--- src/hdl/uvpm_pkg.sv ---
// ----------------------------------------------------------------------------
// uvpm_pkg
// Types, constants and the arctangent table shared by the uv mapping pipeline.
// ----------------------------------------------------------------------------
`default_nettype none

package uvpm_pkg;

  // cordic depth and table size
  localparam int CORDIC_STAGES = 16;
  localparam int ATAN_ENTRIES  = 24;
  localparam int NSTG = (CORDIC_STAGES < ATAN_ENTRIES) ? CORDIC_STAGES : ATAN_ENTRIES;

  // cordic datapath width: q4.20 inputs plus gain headroom
  localparam int CW = 28;

  // square root: 24 result bits, one per stage, plus the load stage
  localparam int SQ_BITS = 24;
  localparam int SQ_LAT  = SQ_BITS + 1;
  localparam int CO_LAT  = NSTG + 1;

  localparam logic [31:0] HALF_TURN = 32'h8000_0000;

  // configuration register index and mode codes
  localparam logic REG_MODE = 1'b0;
  localparam logic MODE_CYL = 1'b0;
  localparam logic MODE_SPH = 1'b1;

  typedef struct packed {
    logic signed [15:0] vertex_x;
    logic signed [15:0] vertex_y;
    logic signed [15:0] vertex_z;
  } in_item_t;

  typedef struct packed {
    logic [15:0] tex_u;
    logic [15:0] tex_v;
  } out_item_t;

  // atan(2^-i) as a phase, 2^32 per turn
  function automatic logic [31:0] atan_phase(input int i);
    logic [31:0] p;
    case (i)
      0:       p = 32'h20000000;
      1:       p = 32'h12E4051D;
      2:       p = 32'h09FB385B;
      3:       p = 32'h051111D4;
      4:       p = 32'h028B0D43;
      5:       p = 32'h0145D7E1;
      6:       p = 32'h00A2F61E;
      7:       p = 32'h00517C55;
      8:       p = 32'h0028BE53;
      9:       p = 32'h00145F2E;
      10:      p = 32'h000A2F98;
      11:      p = 32'h000517CC;
      12:      p = 32'h00028BE6;
      13:      p = 32'h000145F3;
      14:      p = 32'h0000A2F9;
      15:      p = 32'h0000517C;
      16:      p = 32'h000028BE;
      17:      p = 32'h0000145F;
      18:      p = 32'h00000A2F;
      19:      p = 32'h00000517;
      20:      p = 32'h0000028B;
      21:      p = 32'h00000145;
      22:      p = 32'h000000A2;
      23:      p = 32'h00000051;
      default: p = 32'h00000000;
    endcase
    return p;
  endfunction

endpackage

`default_nettype wire

--- src/hdl/uvpm_isqrt.sv ---
// ----------------------------------------------------------------------------
// uvpm_isqrt
// Pipelined restoring square root of sq * 2^16, one root bit per stage.
// ----------------------------------------------------------------------------
`default_nettype none

module uvpm_isqrt (
  input  wire logic                          clk,
  input  wire logic [31:0]                   sq_in,
  output logic      [uvpm_pkg::SQ_BITS-1:0]  root_out
);
  import uvpm_pkg::*;

  logic [47:0]        rad_r  [SQ_BITS+1];
  logic [26:0]        rem_r  [SQ_BITS+1];
  logic [SQ_BITS-1:0] root_r [SQ_BITS+1];

  // load stage
  always_ff @(posedge clk) begin
    rad_r[0]  <= {sq_in, 16'h0000};
    rem_r[0]  <= '0;
    root_r[0] <= '0;
  end

  // one digit per stage
  for (genvar k = 1; k <= SQ_BITS; k++) begin : g_stage
    logic [26:0] part;
    logic [26:0] trial;
    logic [26:0] diff;

    always_comb begin
      part  = {rem_r[k-1][24:0], rad_r[k-1][47-2*(k-1) -: 2]};
      trial = {2'b00, root_r[k-1][SQ_BITS-2:0], 2'b01};
      diff  = part - trial;
    end

    always_ff @(posedge clk) begin
      rad_r[k] <= rad_r[k-1];
      if (part >= trial) begin
        rem_r[k]  <= diff;
        root_r[k] <= {root_r[k-1][SQ_BITS-2:0], 1'b1};
      end else begin
        rem_r[k]  <= part;
        root_r[k] <= {root_r[k-1][SQ_BITS-2:0], 1'b0};
      end
    end
  end

  assign root_out = root_r[SQ_BITS];

endmodule

`default_nettype wire

--- config.mk ---
export PLATFORM = sky130hd
export DESIGN_NAME = uvpm_isqrt
export DESIGN_NICKNAME = d
export VERILOG_FILES = /design/src/hdl/uvpm_pkg.sv /design/src/hdl/uvpm_isqrt.sv
export SDC_FILE = /design/constraint.sdc
export NUM_CORES = 2
export LEC_CHECK = 0
export ABC_AREA = 1
export ABC_CLOCK_PERIOD_IN_PS = 2400
export BUFFER_PORTS_ARGS = -buffer_cell sky130_fd_sc_hd__buf_2
export CORE_MARGIN = 2
export CORE_UTILIZATION = 58
export DETAILED_ROUTE_END_ITERATION = 6
export MAX_ROUTING_LAYER = met4
export PLACE_DENSITY = 0.83
export SLEW_MARGIN = 30
export SYNTH_ARGS = -nofsm -noshare
export SYNTH_HDL_FRONTEND = slang
export SYNTH_SLANG_ARGS = --single-unit
--- constraint.sdc ---
create_clock -name clk -period 2.4 [get_ports clk]
set_input_delay 0.12 -clock clk [delete_from_list [all_inputs] [get_ports clk]]
set_output_delay 0.12 -clock clk [all_outputs]
set_load 0.02 [all_outputs]
==> impl_metrics.toml <==
[global_route]
grt.overflow.total = 0
grt_max_degree = 33
grt_pass1_wl_um = 244000
antenna_found_initial = 0
grt_pass1_vias = 47836
gr-usage-all-layers_pct = 31.6

[place]
placed_area_mm2 = 0.0582
gp_congestion = 1.02
port_buffers = 56
dp_hpwl_um = 122000
dp.cells = 9673

[layout]
drive_gt1_share_pct = 6.81
seq_area_mm2 = 0.0222
syn2layout_area_growth_pct = 12.4
multiInputGateArea_mm2 = 0.0273
final_nets = 8908
fin_cells = 9917
fillers = 8678
fin_area_mm2 = 0.0626
fin_util_pct = 65.8
layout_commonest_cell = "nand2_1"
final_cell_mix = "nand2_1 (3024), inv_1 (1514), dfxtp_1 (1105)"

[die]
initial_core_util_pct = 58.6
boundaryPins = 57
die_h_um = 314
die_w_um = 314
core-area_mm2 = 0.0952
fp.dieArea_mm2 = 0.0986
rows = 113

[timing]
whs_ps = 50.4
hold_violations = 0
min_period_ps = 2290
rsz0062_at_grt = "yes"
timing.max_slew.rel_slack_pct = 58.1
max_slew.worst_pin.slew_ps = 622
fin_worst_skew_ps = 24.6
slew_violations = 0
min_period_over_period_pct = 95.3
fmax_mhz = 437
finalSetupViolCount = 0

[drt]
drtIter0Drc = 4455
vias = 50618
drcViolationCount = 12
drt_wl_total_um = 153000
drtAntennaViolNets = 0
viasPerCell = 5.10
wl_per_cell_um = 15.5
dr.pass1.iters = 7

[worst_hold_path]
worstHoldPathCells = 2
hold_class = "in2reg"
hold_path_startpoint = "sq_in[16]"
worstHoldEndpoint = "rad_r[0][32]$_DFF_P_"

[clock_network]
clock_sinks = 1107
insertion_delay_ps = 710
clk_path_buf_depth = 3
clockRootBuffer = "clkbuf_16"
cts.reportedPaths.clkPinSlew_ps = 60
cts_made_buffers = 110
cts_htree_levels = 3
cts_tree = "yes"

[synthesis]
synth_area_mm2 = 0.0557
synth_area_per_cell_um2 = 6.74
synthCells = 8268
synth_flop_cell = "dfxtp_1"
ys_seq_area_share_pct = 39.8
async_reset_ff_share_pct = 0
yosysWarnings = 0
synth_edf_count = 0
synth_cell_types = 47
synth_seq_cells = 1107
synthesis.nets = 8618

[worst_setup_path]
end_kind = "flip-flop"
ff2ff_setup_slack_ps = 110
critical_path.reg2reg.endpoint = "rem_r[2][91]$_DFF_P_"
crit_path_start_kind = "flip-flop"
cp_max_fo = 14
worstSetupStartpoint = "root_r[18][16]$_DFF_P_"
crit_type = "reg2reg"
reg2reg_from = "root_r[18][16]$_DFF_P_"
arrival_ps = 2930
cp.required_ps = 3040
reg2reg_depth = 14

[pwr]
power_density_mw_per_mm2 = 1010
leakagePower_uw = 0.0351
vdd_drop_max_uv = 737

[outcome]
outcome = "finished, violations left"
failed_checks = "design-rule violations"

[job]
cap_viol_max_count = 0
-- registers in the layout, indices dropped and copies added, names as in the netlist --
| register | flops |
|---|---|
| rad_r | 272 |
| rem_r | 535 |
| root_r | 300 |
-- repair_timing --
action                     CTS  global route
hold buffers                33             0
hold endpoints to repair    32             0
setup buffers                0             4
cloned                       0             1
gates resized for setup      3            23
setup endpoints to repair    4           110
pin swaps                    0             1
-- kinds of logic after synthesis --
group | synth area share, %
DFF | 39.8
xor gates and xnor gates | 2.65
adders and majority gates | 7.21
other | 0.00673
and+or+nand+nor | 34.2
AOI/OAI and AO/OA | 4.75
buffers and inverters | 11.4
-- synth_stat cells (55+ instances only) --
library cell	instances	area, µm²
inv_1	1514	5680
o21ai_0	106	531
nor3_1	55	275
nand3b_1	85	638
nor2_1	672	2520
a21oi_1	247	1240
dfxtp_1	1107	22200
xor2_1	112	981
nand2_1	3024	11400
ha_1	310	3880
nand4_1	137	857
nand3_1	507	2540
xnor2_1	55	482
-- worst max-delay path, stage by stage, from the launching register on --
cell,delay (ps)
dfxtp_1,350
inv_1,60
ha_1,350
nand2_1,140
inv_1,50
nand2_1,60
nand2_1,70
inv_1,50
nand2_1,60
a21oi_1,140
nand2_1,80
inv_1,450
buf_4,250
nand2_1,60
nand2_1,50
-- through the flow --
step / TNS (ps) / total power (µW) / setup slack [ps]
floorplan: 0 / 37700 / 599
global placement: -5980 / 44000 / -345
detailed placement: -96.9 / 44200 / -44.6
global route: -25.6 / 66700 / -9.00
finish: 0 / 63000 / 113
CTS: 0 / 62900 / 2.05
-- layer usage --
metal / up-vias / track usage (%) / share of wire (%)
met3: 317 / 3.54 / 6.7
met2: 1588 / 50.4 / 45
li1: 25782 / - / -
met4: 0 / 10.3 / 3.2
met5: - / - / 0
met1: 22931 / 41.9 / 46
-- area by class of cell --
cell class              count  area share [%]
diodes                      2         0.00799
well taps                1265            2.53
flip-flops and latches   1107            35.4
clock buffers             149            5.16
clock inverters            55            1.19
repair buffers            243            2.93
multi-input cells        5559            43.6
inverters                1537            9.24
-- worst max-delay path by stage --
stage / end / slack, ps / depth (start not counted)
after floorplan: rem_r[0][71]$_DFF_P_ / 600 / 9
after global placement: rem_r[2][173]$_DFF_P_ / -350 / 12
after detailed placement: rem_r[1][128]$_DFF_P_ / -40 / 12
after CTS: rem_r[2][173]$_DFF_P_ / 2 / 12
after global routing: rem_r[2][92]$_DFF_P_ / -9 / 14
final: rem_r[2][91]$_DFF_P_ / 110 / 14
-- power breakdown --
group / switching [µW] / leakage [µW] / internal [µW]
registers: 3370 / 0.00924 / 22100
clock network: 7430 / 0.00193 / 11100
logic: 12400 / 0.0240 / 6670
Note: power is estimated with default switching activity, not from simulation.
